File: config.mk
export PLATFORM = sky130hd
export DESIGN_NAME = battery_level_smoother_unit
export DESIGN_NICKNAME = d
export VERILOG_FILES = /design/src/sv/bls_pkg.sv /design/src/sv/bls_dp.sv /design/src/sv/bls_ctrl.sv /design/src/sv/battery_level_smoother_unit.sv
export SDC_FILE = /design/constraint.sdc
export NUM_CORES = 1
export LEC_CHECK = 0
export BUFFER_PORTS_ARGS = -buffer_cell sky130_fd_sc_hd__buf_2
export CAP_MARGIN = 25
export CORE_UTILIZATION = 45
export CTS_BUF_LIST = sky130_fd_sc_hd__clkbuf_4 sky130_fd_sc_hd__clkbuf_8 sky130_fd_sc_hd__clkbuf_16
export DETAILED_ROUTE_END_ITERATION = 16
export HOLD_SLACK_MARGIN = 0.03
export SKIP_CTS_REPAIR_TIMING = 1
export SYNTH_ARGS = -nofsm -noshare
export SYNTH_HDL_FRONTEND = slang
export SYNTH_SLANG_ARGS = --single-unit
File: constraint.sdc
create_clock -name clk_i -period 6.1 [get_ports clk_i]
set_clock_uncertainty 0.2 [all_clocks]
set_input_delay 1.525 -clock clk_i [delete_from_list [all_inputs] [get_ports clk_i]]
set_output_delay 1.525 -clock clk_i [all_outputs]
set_load 0.05 [all_outputs]
File: src/sv/bls_pkg.sv
// Shared types and constants for the battery level smoother.
// Used by bls_ctrl, bls_dp and battery_level_smoother_unit; no dependencies.
package bls_pkg;

  localparam int unsigned ADC_W        = 12;
  localparam int unsigned TIME_W       = 32;
  localparam int unsigned INTERVAL_W   = 20;
  localparam int unsigned LEVEL_W      = 3;
  localparam int unsigned LVL_W        = 16;  // signed instantaneous level
  localparam int unsigned MAG_W        = 15;  // |(adc - floor) * 6| <= 24570
  localparam int unsigned DIV_CNT_W    = 4;
  localparam int unsigned CFG_IDX_W    = 2;
  localparam int unsigned CFG_DATA_W   = 20;
  localparam int unsigned S_TDATA_W    = 48;
  localparam int unsigned M_TDATA_W    = 8;

  localparam int unsigned DEPTH_DEFAULT = 10;

  localparam logic [LEVEL_W-1:0] LEVEL_MAX      = 3'd5;
  localparam logic [LEVEL_W-1:0] LEVEL_CHARGING = 3'd6;

  localparam logic [ADC_W-1:0]      FLOOR_RST    = 12'd505;
  localparam logic [ADC_W-1:0]      CEILING_RST  = 12'd546;
  localparam logic [INTERVAL_W-1:0] INTERVAL_RST = 20'd10000;

  typedef enum logic [CFG_IDX_W-1:0] {
    REG_ADC_FLOOR   = 2'd0,
    REG_ADC_CEILING = 2'd1,
    REG_REFILL_INT  = 2'd2
  } cfg_reg_e;

  // controller -> datapath
  typedef struct packed {
    logic capture;   // load input beat, set up divider
    logic div_step;  // one restoring division step
    logic lvl_calc;  // sign/cap quotient, evaluate refill
    logic sum_calc;  // new running total
    logic commit;    // update window state, load output
  } dp_cmd_t;

  // datapath -> controller
  typedef struct packed {
    logic div_done;
    logic charging;
  } dp_status_t;

endpackage

File: src/sv/bls_dp.sv
// Datapath of the battery level smoother: config registers, scaling divider,
// boxcar window and output register. Depends on bls_pkg.
module bls_dp #(
  parameter int unsigned WINDOW_DEPTH = bls_pkg::DEPTH_DEFAULT
) (
  input  logic                                clk_i,
  input  logic                                rst_ni,
  input  bls_pkg::dp_cmd_t                    cmd_i,
  output bls_pkg::dp_status_t                 status_o,
  input  logic [bls_pkg::ADC_W-1:0]           adc_sample_i,
  input  logic                                charging_i,
  input  logic [bls_pkg::TIME_W-1:0]          time_ms_i,
  input  logic                                cfg_we_i,
  input  logic [bls_pkg::CFG_IDX_W-1:0]       cfg_index_i,
  input  logic [bls_pkg::CFG_DATA_W-1:0]      cfg_data_i,
  output logic [bls_pkg::LEVEL_W-1:0]         level_o
);

  localparam int unsigned LVL_W = bls_pkg::LVL_W;
  localparam int unsigned MAG_W = bls_pkg::MAG_W;
  localparam int unsigned ADC_W = bls_pkg::ADC_W;
  localparam int unsigned PTR_W = (WINDOW_DEPTH > 1) ? $clog2(WINDOW_DEPTH) : 1;
  localparam int unsigned TOT_W = LVL_W + PTR_W;
  localparam logic [PTR_W-1:0] PTR_LAST = PTR_W'(WINDOW_DEPTH - 1);
  localparam logic signed [TOT_W-1:0] DEPTH_S = TOT_W'(WINDOW_DEPTH);
  localparam logic signed [LVL_W-1:0] LVL_CAP = LVL_W'(bls_pkg::LEVEL_MAX);

  // config
  logic [ADC_W-1:0]                  floor_q, ceiling_q;
  logic [bls_pkg::INTERVAL_W-1:0]    interval_q;

  // captured beat
  logic                              chg_q;
  logic [bls_pkg::TIME_W-1:0]        time_q;
  logic                              neg_q, degen_q;
  logic [ADC_W-1:0]                  span_q;

  // divider
  logic [MAG_W-1:0]                  dvd_q;
  logic [ADC_W:0]                    rem_q;
  logic [bls_pkg::DIV_CNT_W-1:0]     cnt_q;

  // window state
  logic signed [LVL_W-1:0]           slot_q [WINDOW_DEPTH];
  logic signed [TOT_W-1:0]           total_q, sum_q;
  logic [PTR_W-1:0]                  ptr_q;
  logic                              primed_q, charge_seen_q;
  logic [bls_pkg::TIME_W-1:0]        last_refill_q;
  logic signed [LVL_W-1:0]           lvl_q;
  logic                              refill_q, prime_q;
  logic [bls_pkg::LEVEL_W-1:0]       level_q;

  // capture-time scaling numerator
  logic signed [ADC_W:0]             diff;
  logic signed [LVL_W-1:0]           num;
  logic [LVL_W-1:0]                  num_abs;

  assign diff    = $signed({1'b0, adc_sample_i}) - $signed({1'b0, floor_q});
  assign num     = ($signed(LVL_W'(diff)) <<< 2) + ($signed(LVL_W'(diff)) <<< 1);
  assign num_abs = num[LVL_W-1] ? LVL_W'(-num) : LVL_W'(num);

  // restoring division step
  logic [ADC_W:0] rem_sh;
  logic           q_bit;
  assign rem_sh = {rem_q[ADC_W-1:0], dvd_q[MAG_W-1]};
  assign q_bit  = (rem_sh >= {1'b0, span_q});

  // signed, capped quotient
  logic signed [LVL_W-1:0] quo_s, lvl_d;
  assign quo_s = neg_q ? -$signed({1'b0, dvd_q}) : $signed({1'b0, dvd_q});
  always_comb begin
    if (degen_q) begin
      lvl_d = '0;
    end else if (quo_s > LVL_CAP) begin
      lvl_d = LVL_CAP;
    end else begin
      lvl_d = quo_s;
    end
  end

  logic [bls_pkg::TIME_W-1:0] age;
  assign age = time_q - last_refill_q;

  logic signed [TOT_W-1:0] lvl_ext;
  assign lvl_ext = TOT_W'(lvl_q);

  // clamp(lvl) to 0..LEVEL_MAX (lvl already capped above)
  function automatic logic [bls_pkg::LEVEL_W-1:0] clamp_lvl(input logic signed [LVL_W-1:0] v);
    logic [bls_pkg::LEVEL_W-1:0] r;
    r = v[LVL_W-1] ? '0 : v[bls_pkg::LEVEL_W-1:0];
    return r;
  endfunction

  // round(total / depth) half away from zero, clamped to 0..LEVEL_MAX:
  // result >= k exactly when 2*total >= depth*(2k-1)
  function automatic logic [bls_pkg::LEVEL_W-1:0] round_clamp(
      input logic signed [TOT_W-1:0] t);
    logic [TOT_W:0]              t2;
    logic [bls_pkg::LEVEL_W-1:0] r;
    t2 = {t, 1'b0};
    r  = '0;
    if (!t[TOT_W-1]) begin
      for (int k = 1; k <= int'(bls_pkg::LEVEL_MAX); k++) begin
        if (t2 >= (TOT_W+1)'(WINDOW_DEPTH * (2 * k - 1))) r = bls_pkg::LEVEL_W'(k);
      end
    end
    return r;
  endfunction

  // config registers
  always_ff @(posedge clk_i or negedge rst_ni) begin
    if (!rst_ni) begin
      floor_q    <= bls_pkg::FLOOR_RST;
      ceiling_q  <= bls_pkg::CEILING_RST;
      interval_q <= bls_pkg::INTERVAL_RST;
    end else if (cfg_we_i) begin
      unique case (bls_pkg::cfg_reg_e'(cfg_index_i))
        bls_pkg::REG_ADC_FLOOR:   floor_q    <= cfg_data_i[ADC_W-1:0];
        bls_pkg::REG_ADC_CEILING: ceiling_q  <= cfg_data_i[ADC_W-1:0];
        bls_pkg::REG_REFILL_INT:  interval_q <= cfg_data_i;
        default: ;
      endcase
    end
  end

  // capture and divider
  always_ff @(posedge clk_i or negedge rst_ni) begin
    if (!rst_ni) begin
      cnt_q <= '0;
    end else if (cmd_i.capture) begin
      cnt_q <= bls_pkg::DIV_CNT_W'(MAG_W);
    end else if (cmd_i.div_step) begin
      cnt_q <= cnt_q - 1'b1;
    end
  end

  always_ff @(posedge clk_i) begin
    if (cmd_i.capture) begin
      chg_q   <= charging_i;
      time_q  <= time_ms_i;
      neg_q   <= num[LVL_W-1];
      degen_q <= (ceiling_q <= floor_q);
      span_q  <= ceiling_q - floor_q;
      dvd_q   <= num_abs[MAG_W-1:0];
      rem_q   <= '0;
    end else if (cmd_i.div_step) begin
      rem_q <= q_bit ? (rem_sh - {1'b0, span_q}) : rem_sh;
      dvd_q <= {dvd_q[MAG_W-2:0], q_bit};
    end
    if (cmd_i.lvl_calc) begin
      lvl_q    <= lvl_d;
      refill_q <= (age > bls_pkg::TIME_W'(interval_q)) || charge_seen_q;
    end
    if (cmd_i.sum_calc) begin
      prime_q <= refill_q || !primed_q;
      if (refill_q || !primed_q) begin
        sum_q <= lvl_ext * DEPTH_S;
      end else begin
        sum_q <= total_q - TOT_W'(slot_q[ptr_q]) + lvl_ext;
      end
    end
  end

  // window slots: primed all at once, otherwise one slot per item
  always_ff @(posedge clk_i) begin
    if (cmd_i.commit && !chg_q) begin
      for (int i = 0; i < WINDOW_DEPTH; i++) begin
        if (prime_q || (ptr_q == PTR_W'(i))) slot_q[i] <= lvl_q;
      end
    end
  end

  always_ff @(posedge clk_i or negedge rst_ni) begin
    if (!rst_ni) begin
      total_q       <= '0;
      ptr_q         <= '0;
      primed_q      <= 1'b0;
      charge_seen_q <= 1'b0;
      last_refill_q <= '0;
      level_q       <= '0;
    end else if (cmd_i.commit) begin
      if (chg_q) begin
        charge_seen_q <= 1'b1;
        level_q       <= bls_pkg::LEVEL_CHARGING;
      end else begin
        if (refill_q) begin
          charge_seen_q <= 1'b0;
          last_refill_q <= time_q;
        end
        primed_q <= 1'b1;
        total_q  <= sum_q;
        if (prime_q) begin
          ptr_q   <= '0;
          level_q <= clamp_lvl(lvl_q);
        end else begin
          ptr_q   <= (ptr_q == PTR_LAST) ? '0 : ptr_q + 1'b1;
          level_q <= round_clamp(sum_q);
        end
      end
    end
  end

  assign status_o.div_done = (cnt_q == '0);
  assign status_o.charging = chg_q;
  assign level_o           = level_q;

endmodule

File: src/sv/bls_ctrl.sv
// Sequencing FSM of the battery level smoother: input/output handshake and
// datapath commands. Depends on bls_pkg.
module bls_ctrl (
  input  logic                clk_i,
  input  logic                rst_ni,
  input  logic                in_valid_i,
  output logic                in_ready_o,
  output logic                out_valid_o,
  input  logic                out_ready_i,
  output bls_pkg::dp_cmd_t    cmd_o,
  input  bls_pkg::dp_status_t status_i
);

  typedef enum logic [2:0] {
    ST_IDLE,
    ST_DIV,
    ST_LVL,
    ST_SUM,
    ST_OUT
  } state_e;

  state_e state_q;
  logic   out_valid_q;
  logic   out_free;

  assign out_free   = !out_valid_q || out_ready_i;
  assign in_ready_o = (state_q == ST_IDLE);

  always_comb begin
    cmd_o          = '0;
    cmd_o.capture  = (state_q == ST_IDLE) && in_valid_i;
    cmd_o.div_step = (state_q == ST_DIV) && !status_i.charging && !status_i.div_done;
    cmd_o.lvl_calc = (state_q == ST_LVL);
    cmd_o.sum_calc = (state_q == ST_SUM);
    cmd_o.commit   = (state_q == ST_OUT) && out_free;
  end

  always_ff @(posedge clk_i or negedge rst_ni) begin
    if (!rst_ni) begin
      state_q     <= ST_IDLE;
      out_valid_q <= 1'b0;
    end else begin
      if (cmd_o.commit) begin
        out_valid_q <= 1'b1;
      end else if (out_ready_i) begin
        out_valid_q <= 1'b0;
      end
      unique case (state_q)
        ST_IDLE: if (in_valid_i) state_q <= ST_DIV;
        ST_DIV: begin
          if (status_i.charging)      state_q <= ST_OUT;
          else if (status_i.div_done) state_q <= ST_LVL;
        end
        ST_LVL: state_q <= ST_SUM;
        ST_SUM: state_q <= ST_OUT;
        ST_OUT: if (out_free) state_q <= ST_IDLE;
        default: state_q <= ST_IDLE;
      endcase
    end
  end

  assign out_valid_o = out_valid_q;

  a_commit_slot_free: assert property (@(posedge clk_i) disable iff (!rst_ni)
    cmd_o.commit |-> (state_q == ST_OUT) && (!out_valid_q || out_ready_i))
    else $error("result committed while output slot occupied");

  a_accept_starts_div: assert property (@(posedge clk_i) disable iff (!rst_ni)
    (in_valid_i && in_ready_o) |=> (state_q == ST_DIV))
    else $error("accepted beat did not start the divider");

  a_div_to_lvl: assert property (@(posedge clk_i) disable iff (!rst_ni)
    (state_q == ST_DIV && status_i.div_done && !status_i.charging) |=> (state_q == ST_LVL))
    else $error("finished division did not advance");

  a_commit_sets_valid: assert property (@(posedge clk_i) disable iff (!rst_ni)
    cmd_o.commit |=> out_valid_o)
    else $error("commit did not raise output valid");

endmodule

File: src/sv/battery_level_smoother_unit.sv
// The bit-serial scaling divider produces one quotient bit per cycle over 15
// bits; charging beats skip it. A new input beat is taken only after the
// previous one has been committed to the output register.
// The output register lets the next input beat be taken while a result waits.
// Reset (rst_ni, async, active low): config returns to floor 505, ceiling 546,
// refill interval 10000 ms; window unprimed, last refill time zero.
module battery_level_smoother_unit #(
  parameter int unsigned WINDOW_DEPTH = bls_pkg::DEPTH_DEFAULT  // 2..16 slots
) (
  input  logic                               clk_i,
  input  logic                               rst_ni,
  // input stream
  input  logic                               s_axis_tvalid_i,
  output logic                               s_axis_tready_o,
  input  logic [bls_pkg::S_TDATA_W-1:0]      s_axis_tdata_i,  // [11:0] adc_sample, [43:12] time_ms, rest 0
  input  logic                               s_axis_tuser_i,  // [0] charging
  // result stream
  output logic                               m_axis_tvalid_o,
  input  logic                               m_axis_tready_i,
  output logic [bls_pkg::M_TDATA_W-1:0]      m_axis_tdata_o,  // [2:0] level, rest 0
  // register writes: 0 adc_floor, 1 adc_ceiling, 2 refill_interval_ms
  input  logic                               cfg_valid_i,
  output logic                               cfg_ready_o,
  input  logic [bls_pkg::CFG_IDX_W-1:0]      cfg_index_i,
  input  logic [bls_pkg::CFG_DATA_W-1:0]     cfg_data_i
);

  bls_pkg::dp_cmd_t            cmd;
  bls_pkg::dp_status_t         status;
  logic [bls_pkg::LEVEL_W-1:0] level;

  // registers are plain flops, a write is always accepted and registered
  assign cfg_ready_o = 1'b1;

  bls_ctrl u_ctrl (
    .clk_i       (clk_i),
    .rst_ni      (rst_ni),
    .in_valid_i  (s_axis_tvalid_i),
    .in_ready_o  (s_axis_tready_o),
    .out_valid_o (m_axis_tvalid_o),
    .out_ready_i (m_axis_tready_i),
    .cmd_o       (cmd),
    .status_i    (status)
  );

  bls_dp #(
    .WINDOW_DEPTH (WINDOW_DEPTH)
  ) u_dp (
    .clk_i        (clk_i),
    .rst_ni       (rst_ni),
    .cmd_i        (cmd),
    .status_o     (status),
    .adc_sample_i (s_axis_tdata_i[bls_pkg::ADC_W-1:0]),
    .charging_i   (s_axis_tuser_i),
    .time_ms_i    (s_axis_tdata_i[bls_pkg::ADC_W +: bls_pkg::TIME_W]),
    .cfg_we_i     (cfg_valid_i && cfg_ready_o),
    .cfg_index_i  (cfg_index_i),
    .cfg_data_i   (cfg_data_i),
    .level_o      (level)
  );

  assign m_axis_tdata_o = bls_pkg::M_TDATA_W'(level);

endmodule
==> out/results.txt, run 1 <==
Dominant register cell in the synthesized netlist = sky130_fd_sc_hd__edfxtp_1
Total routing resource utilization after global routing = 0.194
Number of cell rows = 80
Post-synth EDFFs = 260
Portion of synthesized cell area occupied by the leading cell type = 0.356
Starting DRT DRC Count = 930
Number of pins with negative max-slew slack in the final report = 0
Synth area leader = sky130_fd_sc_hd__edfxtp_1
Via Count = 14,500
Ratio of cells with drive above 1 in the final layout = 0.163
H-tree Lvls = 2
Async set-or-reset flop fraction in the synthesized netlist = 0.294
Ant. Diodes = 0
Clock insertion delay at the later pin of the skew report = 0.59 ns
Top-count cell post-synth = sky130_fd_sc_hd__edfxtp_1
R2R setup slack = 0.69 ns
Hold Startpoint = u_dp.primed_q
Count of clock tree sinks = 385
Number of cell instances on the worst register-to-register path = 18
Layout Nets = 2,301
HP Class = reg -> reg
Sum of routed wire length over all layers = 47,300 um
Number of distinct library cell variants in the gate-level netlist after synthesis = 82
Post-synthesis average cell area = 11.2 um2
Number of flip-flops and latches in the synthesized netlist = 385
Worst endpoint data arrival time = 5.50 ns
Total power = 13.6 mW
Die ar. = 49,700 um2
Fill count = 4,132
Data required time at the worst endpoint = 6.18 ns
Period minus WS final = 5.41 ns
Largest net degree at the start of global routing = 65
Origin of the critical flop-to-flop path = u_dp.ptr_q[0]
Per-cell routed wire length = 17.6 um
Post-detailed-route count of antenna-violating nets = 0
Maximum operating frequency = 0.185 GHz
Final critical-path share of the clock period = 0.888
Transition at the pin with the smallest max-transition slack = 0.954 ns
Most frequent cells after synthesis = 260 x sky130_fd_sc_hd__edfxtp_1, 206 x sky130_fd_sc_hd__inv_1, 158 x sky130_fd_sc_hd__nand2_1
Total core area = 47,900 um2
Number of max-cap violations = 0
Clk root buf = sky130_fd_sc_hd__clkbuf_16
Maximum fanout count along the critical path = 20
Startpoint type of the worst setup path = flip-flop
First-pass iteration count of the detailed router = 5
Die height = 223 um
Worst Hold Endpoint = u_dp.primed_q
Input/output buffers = 76
Sequential element share of the synthesized area = 0.496
Final weighted congestion of routability-driven global placement = 0.838
Yosys warns = 0
Global-route wire length before repair = 76,300 um
Setup repair after global routing missed its margin = false
Detail-routed via count per cell = 5.38
Synthesized instance count = 1,953
Layout-stage area growth over the synthesis result = 12.6%
Cell area after synthesis = 21,900 um2
Number of buffers between clock root and the deepest sink = 3
Worst slew slack as a fraction of its limit = 0.362
Post-DP HPWL = 33,300 um
Nature of the critical path endpoint = flip-flop
CTS clock-pin slew for the worst setup and hold paths = 0.06 ns
Initial standard-cell utilization of the core = 0.458
Leading cell types by total area after synthesis = sky130_fd_sc_hd__edfxtp_1 36%, sky130_fd_sc_hd__dfrtp_1 11%, sky130_fd_sc_hd__ha_1 8.7%
CTS tree = yes
Remaining routing DRC violations = 0
CTS buffer count = 42
Die X = 223 um
Outcome = complete, no violations
Number of global-route vias before repair = 14,400
Cell depth of the worst min-delay path = 1
Endpoint of the worst-slack reg-to-reg timing path = u_dp.sum_q[17]
Classification of the worst setup path = reg -> reg
Leak pwr = 10.2 nW
Setup Total Neg Slack = 0 ns
Maximum vdd drop = 0.284 mV
GRT overflow = 0
Cell area power density = 549 nW/um2
Final setup violation count = 0
Final hold violation count = 0
Total I/O pin count = 87
Antenna violations before repair = 2
placed cells by master (no fill, tap or decap), drive strengths merged, types with 65 or more instances in the layout:
cell	synthesis	final
dfrtp	98	98
a21oi	109	109
edfxtp	260	260
nand2	158	158
nor2	115	115
buf	18	114
clkbuf	49	65
o21ai	130	130
mux2	66	66
xnor2	68	68
inv	206	207
ha	152	152
stage by stage:
step	util	hold slack [ns]	area (um2)	setup slack, ns	cells
2_1_floorplan	-	0.226	22000	0.599	1957
3_3_place_gp	0.482	0.241	23100	0.279	2616
3_5_place_dp	0.482	0.250	23100	0.267	2617
4_1_cts	0.514	0.266	24700	0.627	2695
5_1_grt	0.515	0.300	24700	0.275	2697
6_report	0.515	0.266	24700	0.686	2697
layout make-up:
| class | count | area, um2 | share of cell area |
|---|---|---|---|
| Clock buffer | 65 | 1300 | 0.0525 |
| Multi-Input combinational cell | 1299 | 10000 | 0.406 |
| Clock inverter | 13 | 223 | 0.00901 |
| Timing Repair Buffer | 114 | 728 | 0.0295 |
| Sequential cell | 385 | 10900 | 0.441 |
| Tap cell | 615 | 769 | 0.0311 |
| Inverter | 206 | 773 | 0.0313 |
state kept, by name, summed over array words and instances, names as in the netlist, 12 cells and up:
name / count
u_dp.lvl_q: 16
u_dp.rem_q: 12
u_dp.span_q: 12
u_dp.ceiling_q: 12
u_dp.slot_q: 160
u_dp.sum_q: 20
u_dp.floor_q: 12
u_dp.dvd_q: 15
u_dp.time_q: 32
u_dp.total_q: 20
u_dp.interval_q: 20
u_dp.last_refill_q: 32
how the worst max path moves through the flow:
stage | start | end | cells past startpoint
3_3_place_gp | s_axis_tdata_i[0] | u_dp.dvd_q[14] | 17
3_5_place_dp | s_axis_tdata_i[0] | u_dp.dvd_q[14] | 19
5_1_grt | u_dp.ptr_q[1] | u_dp.sum_q[18] | 21
4_1_cts | u_dp.ptr_q[1] | u_dp.sum_q[18] | 21
6_report | u_dp.ptr_q[0] | u_dp.sum_q[17] | 18
2_1_floorplan | s_axis_tdata_i[0] | u_dp.dvd_q[14] | 21
layer usage:
| metal | share of wire | global-route usage | wire [um] | vias up |
|---|---|---|---|---|
| li1 | - | - | - | 7186 |
| met3 | 0.032 | 0.0270 | 1530 | 66 |
| met1 | 0.46 | 0.259 | 21900 | 7015 |
| met4 | 0.023 | 0.0592 | 1090 | 4 |
| met2 | 0.48 | 0.328 | 22700 | 227 |
| met5 | 0.00057 | 0 | 27 | - |
where the power goes:
group | switching (mW) | total, mW | internal [mW]
Sequential | 0.454 | 4.06 | 3.60
Combinational | 3.83 | 6.80 | 2.97
Clock | 1.09 | 2.71 | 1.62
Total | 5.38 | 13.6 | 8.19
worst max-delay path: stages (launching register included):
cell	delay, ns
sky130_fd_sc_hd__dfrtp_4	0.68
sky130_fd_sc_hd__mux4_2	0.54
sky130_fd_sc_hd__nor2b_1	0.14
sky130_fd_sc_hd__a211oi_1	0.29
sky130_fd_sc_hd__a21oi_1	0.15
sky130_fd_sc_hd__fa_1	0.60
sky130_fd_sc_hd__inv_1	0.06
sky130_fd_sc_hd__ha_1	0.28
sky130_fd_sc_hd__a21o_1	0.18
sky130_fd_sc_hd__a21oi_1	0.25
sky130_fd_sc_hd__o21ai_0	0.12
sky130_fd_sc_hd__a21o_1	0.21
sky130_fd_sc_hd__a21o_1	0.20
sky130_fd_sc_hd__a21oi_1	0.23
sky130_fd_sc_hd__a311oi_1	0.19
sky130_fd_sc_hd__a21o_1	0.23
sky130_fd_sc_hd__a21oi_1	0.28
sky130_fd_sc_hd__xnor2_1	0.15
sky130_fd_sc_hd__o21ai_0	0.11
kinds of logic after synthesis:
family	share of synthesized area
flops	0.496
buf+inv	0.0485
compound gates	0.117
other cells	0.000342
fa+ha+maj	0.109
mux	0.0810
simple gates	0.104
xor+xnor	0.0431
Note: power is estimated with default switching activity, not from simulation.
==> run 2, diff against run 1 <==
Settings changed: REMOVE_ABC_BUFFERS set to 1.
==> run 2 against run 1 <==
Combinational power about the same. Critical endpoint is now u_dp.sum_q[18]. Largest cell class unchanged. Non-clock buffer count increased by 2. Count of clock-buffer cells in the layout decreased by 12. Largest power group unchanged. Fmax decreased by 1.6%. Highest routed layer is now met4.
==> out/results.txt, run 2 (synthesized netlist as in run 1, its figures left out) <==
Worst stage delay on the critical path = 0.79 ns (+0.11 ns)
Number of buffer and inverter stages on the critical path = 3 (+2)
Largest net degree at the start of global routing = 51 (-22%)
Worst slew slack as a fraction of its limit = 0.351 (-0.0110)
Cell area power density = 553 nW/um2 (+0.71%)
Global-route wire length before repair = 76,600 um (+0.49%)
Register area = 10,900 um2 (unchanged)
Final weighted congestion of routability-driven global placement = 0.849 (+1.2%)
Final std cells w/o fill = 2,697 (unchanged)
Register with the highest flop count = u_dp.slot_q
Setup Total Neg Slack = 0 ns (unchanged)
CTS clock-pin slew for the worst setup and hold paths = 0.06 ns (about the same)
Number of buffers between clock root and the deepest sink = 3 (unchanged)
Transition at the pin with the smallest max-transition slack = 0.972 ns (+0.0177 ns)
Number of global-route vias before repair = 14,500 (+0.74%)
Remaining routing DRC violations = 0 (unchanged)
GRT overflow = 0 (unchanged)
Clock insertion delay at the later pin of the skew report = 0.58 ns (about the same)
First-pass iteration count of the detailed router = 7 (+2)
Final critical-path share of the clock period = 0.902 (+0.0148)
Clk root buf = sky130_fd_sc_hd__clkbuf_16
Startpoint type of the worst setup path = flip-flop
Detail-routed via count per cell = 5.36 (-0.34%)
CTS buffer count = 41 (-2.4%)
Total I/O pin count = 87 (unchanged)
Total core area = 47,900 um2 (unchanged)
Layout Nets = 2,302 (+0.043%)
Layout-stage area growth over the synthesis result = 12.5%
Slowest library cell on the worst path = sky130_fd_sc_hd__dfrtp_4
Sum of routed wire length over all layers = 47,400 um (about the same)
Die ar. = 49,700 um2 (unchanged)
Min setup slack post-route = 0.595 ns (-0.0903 ns)
Cell family contributing the most delay on the critical path = compound AO/OA/AOI/OAI gates
Total power = 13.6 mW (+0.61%)
Via Count = 14,400 (-0.34%)
Antenna violations before repair = 0 (-2)
Setup repair after global routing missed its margin = false
Post-DP HPWL = 33,800 um (+1.5%)
Leak pwr = 10.2 nW (-0.16%)
Cell repeated most along the worst path = sky130_fd_sc_hd__o21ai_0
Final hold violation count = 0 (unchanged)
Fraction of the core area covered by cells at the end of the flow = 0.515 (-0.000548)
Maximum vdd drop = 0.263 mV (-7.4%)
Area of the multi-input gates = 10,000 um2 (unchanged)
Ant. Diodes = 0 (unchanged)
Ordered cell list for the critical path = buf_12 -> mux4_2 -> nor2b_1 -> a211oi_1 -> a21oi_1 -> ha_1 -> inv_1 -> ha_1 -> inv_1 -> fa_1 -> nor2b_1 -> o21ai_0 -> a21oi_1 -> o21ai_0 -> a21oi_1 -> o21bai_1 -> a31oi_1 -> o31a_1 -> mux2i_1 -> o21ai_0 -> o21ai_0
Number of pins with negative max-slew slack in the final report = 0 (unchanged)
Number of max-cap violations = 0 (unchanged)
Die X = 223 um (unchanged)
Post-detailed-route count of antenna-violating nets = 0 (unchanged)
Outcome = complete, no violations
Most common cell after layout, fill and taps aside = sky130_fd_sc_hd__edfxtp_1
Die height = 223 um (unchanged)
HP Class = reg -> reg
Starting DRT DRC Count = 735 (-21%)
Worst endpoint data arrival time = 5.62 ns (+0.12 ns)
H-tree Lvls = 2 (unchanged)
Max FFs per register = 160 (unchanged)
Initial standard-cell utilization of the core = 0.458 (unchanged)
Final setup violation count = 0 (unchanged)
Ratio of cells with drive above 1 in the final layout = 0.163 (-0.000480)
Period minus WS final = 5.50 ns (+0.0903 ns)
Leading cell types in the layout, fill and taps excluded = 260 x sky130_fd_sc_hd__edfxtp_1, 205 x sky130_fd_sc_hd__inv_1, 158 x sky130_fd_sc_hd__nand2_1
Fill count = 4,223 (+2.2%)
Maximum operating frequency = 0.182 GHz (-1.6%)
Largest registers = u_dp.slot_q (160), u_dp.last_refill_q (32), u_dp.time_q (32)
CTS tree = yes
Count of clock tree sinks = 385 (unchanged)
Nature of the critical path endpoint = flip-flop
Setup slack at placement = 0.184 ns (-0.0830 ns)
Number of cell rows = 80 (unchanged)
Total routing resource utilization after global routing = 0.195 (+0.000350)
Per-cell routed wire length = 17.6 um (about the same)
Data required time at the worst endpoint = 6.21 ns (+0.03 ns)
Classification of the worst setup path = reg -> reg
Maximum fanout count along the critical path = 28 (+40%)
Cell Count Post-Placement = 2,621 (+0.15%)
Input/output buffers = 76 (unchanged)
==> run 2: cell type report <==
type	instances	share of cell area
clock buffer	53	0.0465
inverter	206	0.0313
sequential	385	0.442
tap	615	0.0312
clock inverter	23	0.0151
timing repair buffer	116	0.0285
multi-input combinational	1299	0.406
==> run 2: worst paths after layout <==
path | startpoint | end | slack [ns] | depth (start not counted)
max | u_dp.ptr_q[0] | u_dp.sum_q[18] | 0.60 | 21
min | u_dp.primed_q | u_dp.primed_q | 0.27 | 1
max reg2reg | u_dp.ptr_q[0] | u_dp.sum_q[18] | 0.60 | 21
min reg2reg | u_dp.primed_q | u_dp.primed_q | 0.27 | 1
max in group asynchronous | rst_ni | u_dp.last_refill_q[7] | 4.08 | 2
min in group asynchronous | rst_ni | u_dp.ptr_q[0] | 0.61 | 1
==> run 2: metrics by stage <==
step,hold slack [ns],instance area (um2)
floorplan,0.226,21700
CTS,0.271,24700
detailed placement,0.255,23200
global route,0.281,24700
finish,0.270,24700
global placement,0.246,23100
==> run 2: per-layer routing <==
layer | wire, um | share of wire | global-route usage
met3 | 1920 | 0.040 | 0.0283
met2 | 22700 | 0.48 | 0.332
met1 | 21700 | 0.46 | 0.258
met4 | 1040 | 0.022 | 0.0547
met5 | 0 | 0 | 0
==> run 2: report_power, final <==
part,switching [mW],internal [mW]
Combinational,3.84,2.96
Clock,1.08,1.69
Sequential,0.477,3.60
Total,5.40,8.25
